### src/hdl/mes_pkg.sv
package mes_pkg;

  // Channel count and field widths.
  localparam int unsigned NUM_CH   = 3;
  localparam int unsigned CH_W     = $clog2(NUM_CH);
  localparam int unsigned SAMPLE_W = 12;
  localparam int unsigned AVG_W    = 20;
  localparam int unsigned ALPHA_W  = 16;
  localparam int unsigned OUT_W    = 15;
  localparam int unsigned FRAC_W   = 8;

  // Full scale of the converter. The mapping divider relies on it being 2^12 - 1.
  localparam int unsigned SAMPLE_FULL_SCALE = 4095;
  localparam logic [AVG_W-1:0] FULL_Q = AVG_W'(SAMPLE_FULL_SCALE << FRAC_W);

  // Shared multiplier: 21-bit signed by 17-bit signed.
  localparam int unsigned MUL_A_W = AVG_W + 1;
  localparam int unsigned MUL_B_W = ALPHA_W + 1;
  localparam int unsigned MUL_P_W = MUL_A_W + MUL_B_W;

  // Stream packing.
  localparam int unsigned IN_DATA_W  = 40;
  localparam int unsigned OUT_DATA_W = 48;

  // Configuration port.
  localparam int unsigned CFG_IDX_W  = 3;
  localparam int unsigned CFG_DATA_W = 16;

  localparam logic [CFG_IDX_W-1:0] REG_ALPHA   = 3'd0;
  localparam logic [CFG_IDX_W-1:0] REG_CH0_MIN = 3'd1;
  localparam logic [CFG_IDX_W-1:0] REG_CH0_MAX = 3'd2;
  localparam logic [CFG_IDX_W-1:0] REG_CH1_MIN = 3'd3;
  localparam logic [CFG_IDX_W-1:0] REG_CH1_MAX = 3'd4;
  localparam logic [CFG_IDX_W-1:0] REG_CH2_MIN = 3'd5;
  localparam logic [CFG_IDX_W-1:0] REG_CH2_MAX = 3'd6;

  // Register reset values.
  localparam logic [ALPHA_W-1:0] ALPHA_RST   = 16'd6554;
  localparam logic [OUT_W-1:0]   CH0_MIN_RST = 15'd128;
  localparam logic [OUT_W-1:0]   CH0_MAX_RST = 15'd1280;
  localparam logic [OUT_W-1:0]   CH1_MIN_RST = 15'd5120;
  localparam logic [OUT_W-1:0]   CH1_MAX_RST = 15'd20480;
  localparam logic [OUT_W-1:0]   CH2_MIN_RST = 15'd3840;
  localparam logic [OUT_W-1:0]   CH2_MAX_RST = 15'd12800;

  // Operation codes carried in tuser.
  localparam logic OP_SEED   = 1'b0;
  localparam logic OP_UPDATE = 1'b1;

  // Datapath step selected by the controller.
  typedef enum logic [2:0] {
    DP_NONE,
    DP_EMA_MUL,
    DP_EMA_UPD,
    DP_MAP_MUL,
    DP_MAP_OUT
  } dp_step_e;

  // Commands from controller to datapath.
  typedef struct packed {
    logic            load;
    logic            seed;
    dp_step_e        step;
    logic [CH_W-1:0] ch;
    logic            publish;
  } dp_cmd_t;

endpackage

### src/hdl/mes_datapath.sv
module mes_datapath (
  input  logic                         clk_i,
  input  logic                         rst_ni,
  input  mes_pkg::dp_cmd_t             cmd_i,
  input  logic                         cfg_we_i,
  input  logic [mes_pkg::CFG_IDX_W-1:0]  cfg_index_i,
  input  logic [mes_pkg::CFG_DATA_W-1:0] cfg_data_i,
  // Fields from bit 0: sample_a, sample_b, sample_c, zero fill.
  input  logic [mes_pkg::IN_DATA_W-1:0]  in_data_i,
  // Fields from bit 0: mapped_a, mapped_b, mapped_c, zero fill.
  output logic [mes_pkg::OUT_DATA_W-1:0] out_data_o
);
  import mes_pkg::*;

  logic [ALPHA_W-1:0]  alpha_q;
  logic [OUT_W-1:0]    lo_q [NUM_CH];
  logic [OUT_W-1:0]    hi_q [NUM_CH];
  logic [SAMPLE_W-1:0] sample_q [NUM_CH];
  logic [AVG_W-1:0]    avg_q [NUM_CH];
  logic [OUT_W-1:0]    res_q [NUM_CH];
  logic [OUT_W-1:0]    out_q [NUM_CH];
  logic signed [MUL_P_W-1:0] prod_q;
  logic                neg_q;

  logic signed [MUL_A_W-1:0] mul_a;
  logic signed [MUL_B_W-1:0] mul_b;
  logic signed [MUL_P_W-1:0] mul_p;
  logic [AVG_W-1:0]    avg_cur;
  logic [AVG_W-1:0]    raw_cur;
  logic [AVG_W-1:0]    v_clamp;
  logic signed [OUT_W:0] span;
  logic [OUT_W-1:0]    span_mag;
  logic signed [AVG_W+1:0] avg_new;
  logic [26:0]         quo_in;
  logic [15:0]         part_s;
  logic [12:0]         part_t;
  logic [OUT_W:0]      quot;
  logic [OUT_W:0]      mapped;

  // Configuration registers.
  always_ff @(posedge clk_i or negedge rst_ni) begin
    if (!rst_ni) begin
      alpha_q  <= ALPHA_RST;
      lo_q[0]  <= CH0_MIN_RST;
      hi_q[0]  <= CH0_MAX_RST;
      lo_q[1]  <= CH1_MIN_RST;
      hi_q[1]  <= CH1_MAX_RST;
      lo_q[2]  <= CH2_MIN_RST;
      hi_q[2]  <= CH2_MAX_RST;
    end else if (cfg_we_i) begin
      case (cfg_index_i)
        REG_ALPHA:   alpha_q <= cfg_data_i[ALPHA_W-1:0];
        REG_CH0_MIN: lo_q[0] <= cfg_data_i[OUT_W-1:0];
        REG_CH0_MAX: hi_q[0] <= cfg_data_i[OUT_W-1:0];
        REG_CH1_MIN: lo_q[1] <= cfg_data_i[OUT_W-1:0];
        REG_CH1_MAX: hi_q[1] <= cfg_data_i[OUT_W-1:0];
        REG_CH2_MIN: lo_q[2] <= cfg_data_i[OUT_W-1:0];
        REG_CH2_MAX: hi_q[2] <= cfg_data_i[OUT_W-1:0];
        default: ;
      endcase
    end
  end

  // Operands of the channel in work.
  always_comb begin
    avg_cur  = avg_q[cmd_i.ch];
    raw_cur  = {sample_q[cmd_i.ch], {FRAC_W{1'b0}}};
    v_clamp  = (avg_cur > FULL_Q) ? FULL_Q : avg_cur;
    span     = $signed({1'b0, hi_q[cmd_i.ch]}) - $signed({1'b0, lo_q[cmd_i.ch]});
    span_mag = span[OUT_W] ? OUT_W'(-span) : span[OUT_W-1:0];
  end

  // Shared multiplier: alpha times the sample step, or clamped average times span.
  always_comb begin
    if (cmd_i.step == DP_MAP_MUL) begin
      mul_a = $signed({1'b0, v_clamp});
      mul_b = $signed({2'b00, span_mag});
    end else begin
      mul_a = $signed({1'b0, raw_cur}) - $signed({1'b0, avg_cur});
      mul_b = $signed({1'b0, alpha_q});
    end
    mul_p = mul_a * mul_b;
  end

  // The blend is avg + floor(alpha * (raw - avg) / 2^16).
  assign avg_new = $signed({2'b00, avg_cur}) + $signed(prod_q[MUL_P_W-1:16]);

  // Division by the full scale: drop the fraction bits, then divide by 4095
  // through two folds of the 4096 split and one final compare.
  always_comb begin
    quo_in = prod_q[34:8];
    part_s = {1'b0, quo_in[26:12]} + {4'd0, quo_in[11:0]};
    part_t = {9'd0, part_s[15:12]} + {1'b0, part_s[11:0]};
    quot   = {1'b0, quo_in[26:12]} + {12'd0, part_s[15:12]}
           + {15'd0, (part_t >= 13'(SAMPLE_FULL_SCALE))};
    mapped = neg_q ? ({1'b0, lo_q[cmd_i.ch]} - quot) : ({1'b0, lo_q[cmd_i.ch]} + quot);
  end

  // Averages and captured samples.
  always_ff @(posedge clk_i or negedge rst_ni) begin
    if (!rst_ni) begin
      for (int i = 0; i < NUM_CH; i++) begin
        avg_q[i] <= '0;
      end
    end else if (cmd_i.seed) begin
      for (int i = 0; i < NUM_CH; i++) begin
        avg_q[i] <= {in_data_i[i*SAMPLE_W +: SAMPLE_W], {FRAC_W{1'b0}}};
      end
    end else if (cmd_i.step == DP_EMA_UPD) begin
      avg_q[cmd_i.ch] <= avg_new[AVG_W-1:0];
    end
  end

  // Payload registers of the step sequence.
  always_ff @(posedge clk_i) begin
    if (cmd_i.load) begin
      for (int i = 0; i < NUM_CH; i++) begin
        sample_q[i] <= in_data_i[i*SAMPLE_W +: SAMPLE_W];
      end
    end
    if (cmd_i.step == DP_EMA_MUL || cmd_i.step == DP_MAP_MUL) begin
      prod_q <= mul_p;
    end
    if (cmd_i.step == DP_MAP_MUL) begin
      neg_q <= span[OUT_W];
    end
    if (cmd_i.step == DP_MAP_OUT) begin
      res_q[cmd_i.ch] <= mapped[OUT_W-1:0];
    end
    if (cmd_i.publish) begin
      out_q <= res_q;
    end
  end

  always_comb begin
    out_data_o = '0;
    for (int i = 0; i < NUM_CH; i++) begin
      out_data_o[i*OUT_W +: OUT_W] = out_q[i];
    end
  end

endmodule

### src/hdl/mes_controller.sv
module mes_controller (
  input  logic             clk_i,
  input  logic             rst_ni,
  input  logic             in_valid_i,
  input  logic             in_op_i,
  output logic             in_ready_o,
  output logic             out_valid_o,
  input  logic             out_ready_i,
  output mes_pkg::dp_cmd_t cmd_o
);
  import mes_pkg::*;

  typedef enum logic [2:0] {
    ST_IDLE,
    ST_EMA_MUL,
    ST_EMA_UPD,
    ST_MAP_MUL,
    ST_MAP_OUT,
    ST_PUBLISH
  } state_e;

  state_e          state_q, state_d;
  logic [CH_W-1:0] ch_q, ch_d;
  logic            seeded_q, seeded_d;
  logic            out_valid_q, out_valid_d;
  logic            accept;
  logic            out_free;

  assign in_ready_o  = (state_q == ST_IDLE);
  assign out_valid_o = out_valid_q;
  assign accept      = in_valid_i && in_ready_o;
  assign out_free    = !out_valid_q || out_ready_i;

  // Step sequencing: four steps per channel, then the result is published.
  always_comb begin
    state_d     = state_q;
    ch_d        = ch_q;
    seeded_d    = seeded_q;
    out_valid_d = out_valid_q && !out_ready_i;
    cmd_o.load    = accept;
    cmd_o.seed    = accept && (in_op_i == OP_SEED);
    cmd_o.step    = DP_NONE;
    cmd_o.ch      = ch_q;
    cmd_o.publish = 1'b0;
    case (state_q)
      ST_IDLE: begin
        if (accept && in_op_i == OP_SEED) begin
          seeded_d = 1'b1;
        end else if (accept && seeded_q) begin
          ch_d    = '0;
          state_d = ST_EMA_MUL;
        end
      end
      ST_EMA_MUL: begin
        cmd_o.step = DP_EMA_MUL;
        state_d    = ST_EMA_UPD;
      end
      ST_EMA_UPD: begin
        cmd_o.step = DP_EMA_UPD;
        state_d    = ST_MAP_MUL;
      end
      ST_MAP_MUL: begin
        cmd_o.step = DP_MAP_MUL;
        state_d    = ST_MAP_OUT;
      end
      ST_MAP_OUT: begin
        cmd_o.step = DP_MAP_OUT;
        if (ch_q == CH_W'(NUM_CH - 1)) begin
          state_d = ST_PUBLISH;
        end else begin
          ch_d    = ch_q + CH_W'(1);
          state_d = ST_EMA_MUL;
        end
      end
      ST_PUBLISH: begin
        if (out_free) begin
          cmd_o.publish = 1'b1;
          out_valid_d   = 1'b1;
          state_d       = ST_IDLE;
        end
      end
      default: state_d = ST_IDLE;
    endcase
  end

  // State and registered outputs.
  always_ff @(posedge clk_i or negedge rst_ni) begin
    if (!rst_ni) begin
      state_q     <= ST_IDLE;
      ch_q        <= '0;
      seeded_q    <= 1'b0;
      out_valid_q <= 1'b0;
    end else begin
      state_q     <= state_d;
      ch_q        <= ch_d;
      seeded_q    <= seeded_d;
      out_valid_q <= out_valid_d;
    end
  end

`ifndef SYNTHESIS
  a_seed_sets_seeded: assert property (@(posedge clk_i) disable iff (!rst_ni)
    accept && in_op_i == OP_SEED |=> seeded_q)
    else $error("seed transfer did not mark the block seeded");

  a_unseeded_update_ignored: assert property (@(posedge clk_i) disable iff (!rst_ni)
    accept && in_op_i == OP_UPDATE && !seeded_q |=> state_q == ST_IDLE)
    else $error("update before seed started a computation");

  a_channel_in_range: assert property (@(posedge clk_i) disable iff (!rst_ni)
    state_q != ST_IDLE |-> ch_q <= CH_W'(NUM_CH - 1))
    else $error("channel counter beyond the last channel");

  a_publish_gives_result: assert property (@(posedge clk_i) disable iff (!rst_ni)
    state_q == ST_PUBLISH && out_free |=> out_valid_q && state_q == ST_IDLE)
    else $error("published result not presented");
`endif

endmodule

### src/hdl/multichannel_ema_scaler.sv
// Channel  | Direction | Transfer moves
// s_axis   | in        | tuser: operation; tdata: sample_a, sample_b, sample_c
// m_axis   | out       | tdata: mapped_a, mapped_b, mapped_c
// cfg      | in        | register index and write data, always ready
//
// A seed item, or an update before any seed, gives no result and leaves the input ready.
// An update item holds the block after its transfer until it is done: four steps per
// channel on the single shared multiplier (blend product, average update, map product,
// divide and offset), then a publish step that loads the output register when free.
// Reset clears the averages, the seeded flag and the output valid, and restores
// the register defaults. While a result waits on m_axis_tready, the next item may
// be computed but is held before loading the output register.
module multichannel_ema_scaler (
  input  logic                           clk_i,
  input  logic                           rst_ni,
  input  logic                           s_axis_tvalid,
  output logic                           s_axis_tready,
  // Fields from bit 0: sample_a, sample_b, sample_c, zero fill.
  input  logic [mes_pkg::IN_DATA_W-1:0]  s_axis_tdata,
  // Fields from bit 0: operation.
  input  logic                           s_axis_tuser,
  output logic                           m_axis_tvalid,
  input  logic                           m_axis_tready,
  // Fields from bit 0: mapped_a, mapped_b, mapped_c, zero fill.
  output logic [mes_pkg::OUT_DATA_W-1:0] m_axis_tdata,
  input  logic                           cfg_valid_i,
  output logic                           cfg_ready_o,
  input  logic [mes_pkg::CFG_IDX_W-1:0]  cfg_index_i,
  input  logic [mes_pkg::CFG_DATA_W-1:0] cfg_data_i
);
  import mes_pkg::*;

  dp_cmd_t cmd;

  assign cfg_ready_o = 1'b1;

  // Step sequencer and handshakes.
  mes_controller u_ctrl (
    .clk_i       (clk_i),
    .rst_ni      (rst_ni),
    .in_valid_i  (s_axis_tvalid),
    .in_op_i     (s_axis_tuser),
    .in_ready_o  (s_axis_tready),
    .out_valid_o (m_axis_tvalid),
    .out_ready_i (m_axis_tready),
    .cmd_o       (cmd)
  );

  // Averages, registers, shared multiplier and output register.
  mes_datapath u_dp (
    .clk_i       (clk_i),
    .rst_ni      (rst_ni),
    .cmd_i       (cmd),
    .cfg_we_i    (cfg_valid_i),
    .cfg_index_i (cfg_index_i),
    .cfg_data_i  (cfg_data_i),
    .in_data_i   (s_axis_tdata),
    .out_data_o  (m_axis_tdata)
  );

endmodule
### config.mk
export PLATFORM = sky130hd
export DESIGN_NAME = multichannel_ema_scaler
export DESIGN_NICKNAME = d
export VERILOG_FILES = /design/src/hdl/mes_pkg.sv /design/src/hdl/mes_datapath.sv /design/src/hdl/mes_controller.sv /design/src/hdl/multichannel_ema_scaler.sv
export SDC_FILE = /design/constraint.sdc
export NUM_CORES = 2
export LEC_CHECK = 0
export BUFFER_PORTS_ARGS = -buffer_cell sky130_fd_sc_hd__buf_2
export CAP_MARGIN = 5
export CORE_ASPECT_RATIO = 2
export CORE_MARGIN = 2
export CORE_UTILIZATION = 55
export CTS_CLUSTER_DIAMETER = 150
export DETAILED_ROUTE_END_ITERATION = 8
export PLACE_DENSITY = 0.72
export SLEW_MARGIN = 20
export SYNTH_ARGS = -nofsm -noshare
export SYNTH_HDL_FRONTEND = slang
export SYNTH_SLANG_ARGS = --single-unit
### constraint.sdc
create_clock -name clk_i -period 12.9 [get_ports clk_i]
set_input_delay 2.58 -clock clk_i [delete_from_list [all_inputs] [get_ports clk_i]]
set_output_delay 2.58 -clock clk_i [all_outputs]
set_load 0.02 [all_outputs]
# After elaboration in Yosys (flattened, before gate mapping)
# Memories as Yosys holds them, arrays and structs flattened.
# Index checks and enable logic that the tools add are counted.
# Widths: inputs -> output; s select.
[totals]
output_inout_bits = 51
latch_bits = 0
mem_bits_ro = 0
mem_count = 1
regBits = 300
inputBits = 65
mem_bits_rw = 36
word_cells = 122
[memory_table]
columns = ["name", "words", "width", "read_ports", "rd_clocked_by_memory_dff", "wr", "line", "text"]
rows = [
  ["u_dp.sample_q", 3, 12, 1, 0, 3, "mes_datapath.sv:18", "logic [SAMPLE_W-1:0] sample_q [NUM_CH];"],
]
[op_classes]
n_bitwise = 2
multipliers = 1
reduce_logical = 23
n_lt_le_gt_ge = 4
shift = 0
add_sub_neg = 11
n_div = 0
eq_ne = 20
n_mux = 38
[ops]
columns = ["cell", "n"]
rows = [
  ["$mux 60", 2],
  ["$mux 15", 7],
  ["$mux 20", 4],
  ["$bmux 15 s2", 2],
  ["$bwmux 60", 1],
  ["$bwmux 45", 1],
  ["$bmux 20 s2", 1],
  ["$demux 20 s2", 1],
  ["$mul 21x17->36", 1],
  ["$demux 15 s2", 1],
  ["$mux 21", 1],
  ["$sub 20x20->21", 1],
  ["$add 20x20->20", 1],
  ["$gt 20x20->1 const B", 1],
  ["$eq 3x2->1 const B", 6],
  ["$eq 3x3->1 const B", 6],
  ["$pmux 3 s6", 1],
  ["$add 15x12->16", 1],
  ["$mux 16", 1],
  ["$reduce_and 2->1", 8],
  ["$sub 15x15->16", 1],
  ["$add 15x1->15", 1],
  ["$add 15x15->15", 1],
  ["$add 15x4->15", 1],
  ["25 further kinds", 47],
]

# Longest topological paths before layout
[depth]
depth_word = 9
ltp_mapped = 43
ltp_nobuf = 38

# Hierarchy
# A second synthesis with hierarchy kept.
[hier_totals]
cells_unflattened = 3007
area_unflattened_um2 = 29702.2
[by_module_without_submodules]
columns = ["module", "seq_area_each_um2", "area_each_um2", "n_inst", "cells_per_inst"]
rows = [
  ["mes_datapath", 8834.7, 29283.1, 1, 2965],
  ["mes_controller", 175.2, 407.9, 1, 40],
  ["multichannel_ema_scaler", 0.0, 11.3, 1, 2],
]

# Worst setup path after synthesis
# OpenSTA, ideal clock, no wires.
[synth_timing]
path_type = "register to register"
startpoint = "register u_ctrl.ch_q[1]"
endpoint = "register u_dp.prod_q[34] (data pin)"
path_stages_with_launch = 41
setup_ns = 0.195
period_less_slack_ns = 11.011
setup_slack_ns = 1.889
required_time_ns = 12.705
path_buffers = 6
t_arrival_ns = 10.816
cell_sequence = "dfrtp_1 buf_2 buf_2 buf_1 clkbuf_1 buf_1 mux2i_1 nor2_1 a21oi_1 ha_1 inv_1 fa_1 a21o_1 a21o_1 a2111oi_4 o21ai_1 a221oi_2 or4b_4 [... 5 more ...] inv_1 fa_1 fa_1 fa_1 fa_1 inv_1 fa_1 inv_1 ha_1 a21o_1 a21o_1 a21oi_1 o21a_1 o21ai_0 o21ai_0 a21oi_1 or4_1 o311ai_0"
[synth_between]
elab_chain_cells = 9
word_cells_on_any_way = 20
cone_classes = "3 x add/sub; 1 x mul; 1 x order compare; 13 x mux; 1 x bitwise; 1 x memory"
[synth_lines]
columns = ["item", "line", "text"]
rows = [
  ["start: declaration", "mes_controller.sv:23", "logic [CH_W-1:0] ch_q, ch_d;"],
  ["start signal: assignment", "mes_controller.sv:95", "ch_q <= ch_d;"],
  ["$not 2->3 (not written as such)", "mes_datapath.sv:66, mes_datapath.sv:69", ""],
  ["$bmux 15 s2", "mes_datapath.sv:69", "span = $signed({1'b0, hi_q[cmd_i.ch]}) - $signed({1'b0, lo_q[cmd_i.ch]});"],
  ["$mux 15 (not written as such) (2 in a row)", "mes_datapath.sv:69", ""],
  ["$sub 15x15->16", "mes_datapath.sv:69", ""],
  ["$neg 15->15", "mes_datapath.sv:70", "span_mag = span[OUT_W] ? OUT_W'(-span) : span[OUT_W-1:0];"],
  ["$mux 15", "mes_datapath.sv:70", ""],
  ["$mux 16", "mes_datapath.sv:75", "if (cmd_i.step == DP_MAP_MUL) begin"],
  ["$mul 21x17->36 *", "mes_datapath.sv:82", "mul_p = mul_a * mul_b;"],
  ["via u_dp.mul_p[34]", "mes_datapath.sv:27", "logic signed [MUL_P_W-1:0] mul_p;"],
  ["end signal: assignment", "mes_datapath.sv:122", "prod_q <= mul_p;"],
  ["end: declaration", "mes_datapath.sv:22", "logic signed [MUL_P_W-1:0] prod_q;"],
]
# The timed path passes the listed nets; every way through them passes the cells marked *. The select of a mux whose other input is x is not followed.
# A chain may end at the register's enable or synchronous reset.

# Worst setup path in the final report
[layout_timing]
startpoint = "register u_ctrl.ch_q[0]"
endpoint = "register u_dp.prod_q[35] (data pin)"
# Same word-level chain as after synthesis.

==> reports/results.txt <==
Outcome = completed
FF-to-FF End = u_dp.prod_q[35]$_DFFE_PP_
Relative slew slack = 0.243
Synth area leaders = fa_1 (22%), edfxtp_1 (16%), dfrtp_1 (13%)
Flops & latches, synth = 328
PortBufs = 107
Syn avg cell area = 10.0 µm²
Setup crit end = u_dp.prod_q[35]$_DFFE_PP_
Endpoints failing hold = 0
Crit path largest cell delay = 830 ps
Routed Antenna Nets = 0
First-pass GRT wire length = 133 mm
Most frequent cell after synthesis = inv_1
Routed WL = 86.2 mm
Synth cell count leaders = inv_1 (486), fa_1 (328), nand2_1 (285), ha_1 (173), edfxtp_1 (155)
Post-synthesis cell count = 2983
Netlist cell types = 84
Setup repair bufs after CTS = 0
HP Class = flop to flop
Vias/cell = 5.99
Initial antenna violation count = 3
Clock Tree Root = clkbuf_16
Gpl congestion = 0.957
Top cell by count, worst path = fa_1
Critical path capture point type = flop
Number of global-route vias before repair = 24041
Worst Reg-to-Reg Cells = 35
R2R setup slack = 980 ps
Fin. max-slew vios = 0
Critical R2R Launch = u_ctrl.ch_q[0]$_DFFE_PN0P_
Placeable Area = 0.0542 mm²
Overflow after GRT = 0
All-layer global routing usage = 0.310
RSZ-0062 raised after global routing = no
Die Span Y = 334 µm
Share of the synthesized area in the top cell type = 0.219
Clock Path Buffers = 3
Worst Setup SP = u_ctrl.ch_q[0]$_DFFE_PN0P_
Req. time, crit path = 13210 ps
Synth-to-Final Area Change = 7.78%
EDFF count, synth = 155
CP startpoint kind = flop
Routed length per instance = 23.0 µm
Hold buffers post-CTS = 0
Clk Latency, worst-skew pair = 590 ps
CTS Sinks = 328
Worst-Margin Slew = 1130 ps
Die Outline Area = 0.0565 mm²
Setup total negative slack = 0 ps
WS Path Type = flop to flop
WP data arrival = 12230 ps
Critical Path Fanout Max = 32
Drt pass-1 iters = 5
Synth area leader = fa_1
Sequential cell area fraction in the yosys report = 0.301
Site row count = 121
DP Wirelength = 68.4 mm
Post-Syn Area = 0.0300 mm²
Top-Level Pins = 116
Largest net degree at the start of global routing = 102
Filler instances = 4679
H-tree Lvls = 1
Primary FF master, synth = edfxtp_1
Residual DRC = 0
Die width = 169 µm
Effective utilization at floorplan = 0.553
1st-iter DRT viols = 1499
Vias = 22456
Share of cells above drive strength 1 = 0.124
TritonCTS clock tree = yes
Yosys warns = 0
Post-layout minimum cycle time = 11920 ps
Worst Skew = 25.6 ps
Async S/R FF share, synth = 0.527
Num CTS Buffers = 28
NumNets Final = 3612
Critical-path top delay cell = o21ai_2
Max cap viols = 0
PostCTS Resize Cnt = 0
Fin crit share = 0.924
# setup viols final = 0
Worst-path clk slew = 80 ps
Max Freq = 83.9 MHz
-- placed cells by master (no fill, tap or decap), drive strengths merged, types with 38 or more instances in the layout --
cell type,Yosys,final
edfxtp,155,155
xor2,51,51
xnor2,84,84
mux2i,65,65
a21oi,110,110
dfrtp,152,152
nand3,60,60
inv,486,490
o21ai,134,134
mux2,118,118
nor3,39,39
and2,50,50
fa,328,328
nor2,133,133
ha,173,173
a21o,45,45
nand2,285,285
a22oi,38,38
buf,26,148
-- cell type report --
class,instances,area [µm²],share of cell area
Multi-Input combinational cell,2054,18800,0.582
Sequential cell,328,9010,0.279
Inverter,486,1820,0.0565
Timing Repair Buffer,148,857,0.0265
Tap cell,676,846,0.0262
Clock buffer,34,797,0.0247
Clock inverter,18,171,0.00531
Antenna cell,3,7.51,0.000232
-- per-layer routing --
layer  part of all wire  GRT usage  vias to the layer above
met5                  0          0                        -
met4              0.079      0.220                        0
met3              0.041     0.0264                      320
met2               0.54      0.585                      813
met1               0.34      0.316                    11296
li1                   -          -                    10027
-- stage by stage --
step | cell area [µm²] | hold slack, ps | instances | util | setup WS, ps
3_5_place_dp | 31300 | 405 | 3691 | 0.578 | 1180
3_3_place_gp | 31300 | 404 | 3691 | 0.578 | 1270
4_1_cts | 32300 | 418 | 3743 | 0.596 | 1130
5_1_grt | 32300 | 422 | 3747 | 0.596 | 565
6_report | 32300 | 417 | 3747 | 0.596 | 982
2_1_floorplan | 30000 | 400 | 2985 | - | 1890
-- sequential cells by signal, indices dropped and copies added, names as in the netlist --
signal              flops
u_ctrl.ch_q             2
u_ctrl.out_valid_o      1
u_ctrl.seeded_q         1
u_ctrl.state_q          3
u_dp.alpha_q           16
u_dp.avg_q             60
u_dp.hi_q              45
u_dp.lo_q              45
u_dp.neg_q              1
u_dp.out_data_o        45
u_dp.prod_q            28
u_dp.res_q             45
u_dp.sample_q          36
-- kinds of logic after synthesis --
group,Yosys count,synth area share
adders and majority gates,502,0.292
other,2,0.000251
buffers and inverters,603,0.0764
AOI/OAI and AO/OA,511,0.112
xor gates and xnor gates,135,0.0395
muxes,183,0.0660
and+or+nand+nor,719,0.113
DFF,328,0.301
-- worst min path at each step --
stage / from / endpoint / slack, ps / cells past startpoint
CTS: u_dp.res_q[5]$_DFFE_PP_ / u_dp.out_data_o[35]$_DFFE_PP_ / 420 / 0
floorplan: u_dp.res_q[30]$_DFFE_PP_ / u_dp.out_data_o[0]$_DFFE_PP_ / 400 / 0
finish: u_dp.res_q[5]$_DFFE_PP_ / u_dp.out_data_o[35]$_DFFE_PP_ / 420 / 0
detailed placement: u_dp.res_q[15]$_DFFE_PP_ / u_dp.out_data_o[15]$_DFFE_PP_ / 400 / 0
global placement: u_dp.res_q[30]$_DFFE_PP_ / u_dp.out_data_o[0]$_DFFE_PP_ / 400 / 0
global route: u_dp.res_q[20]$_DFFE_PP_ / u_dp.out_data_o[20]$_DFFE_PP_ / 420 / 0
-- critical path: cells and delay by family (launching register included) --
kind                     cells  cell delay, ps
AO/OA/AOI/OAI               13            4580
XOR/XNOR                     2             330
flip-flops                   1             800
adder cells (fa/ha/maj)      8            3640
AND/OR/NAND/NOR              5            1180
buffers and inverters        7            1020
Power is left out: the tool's default activity adds up to more than one toggle a clock period on the data nets, which glitch-free logic cannot reach.
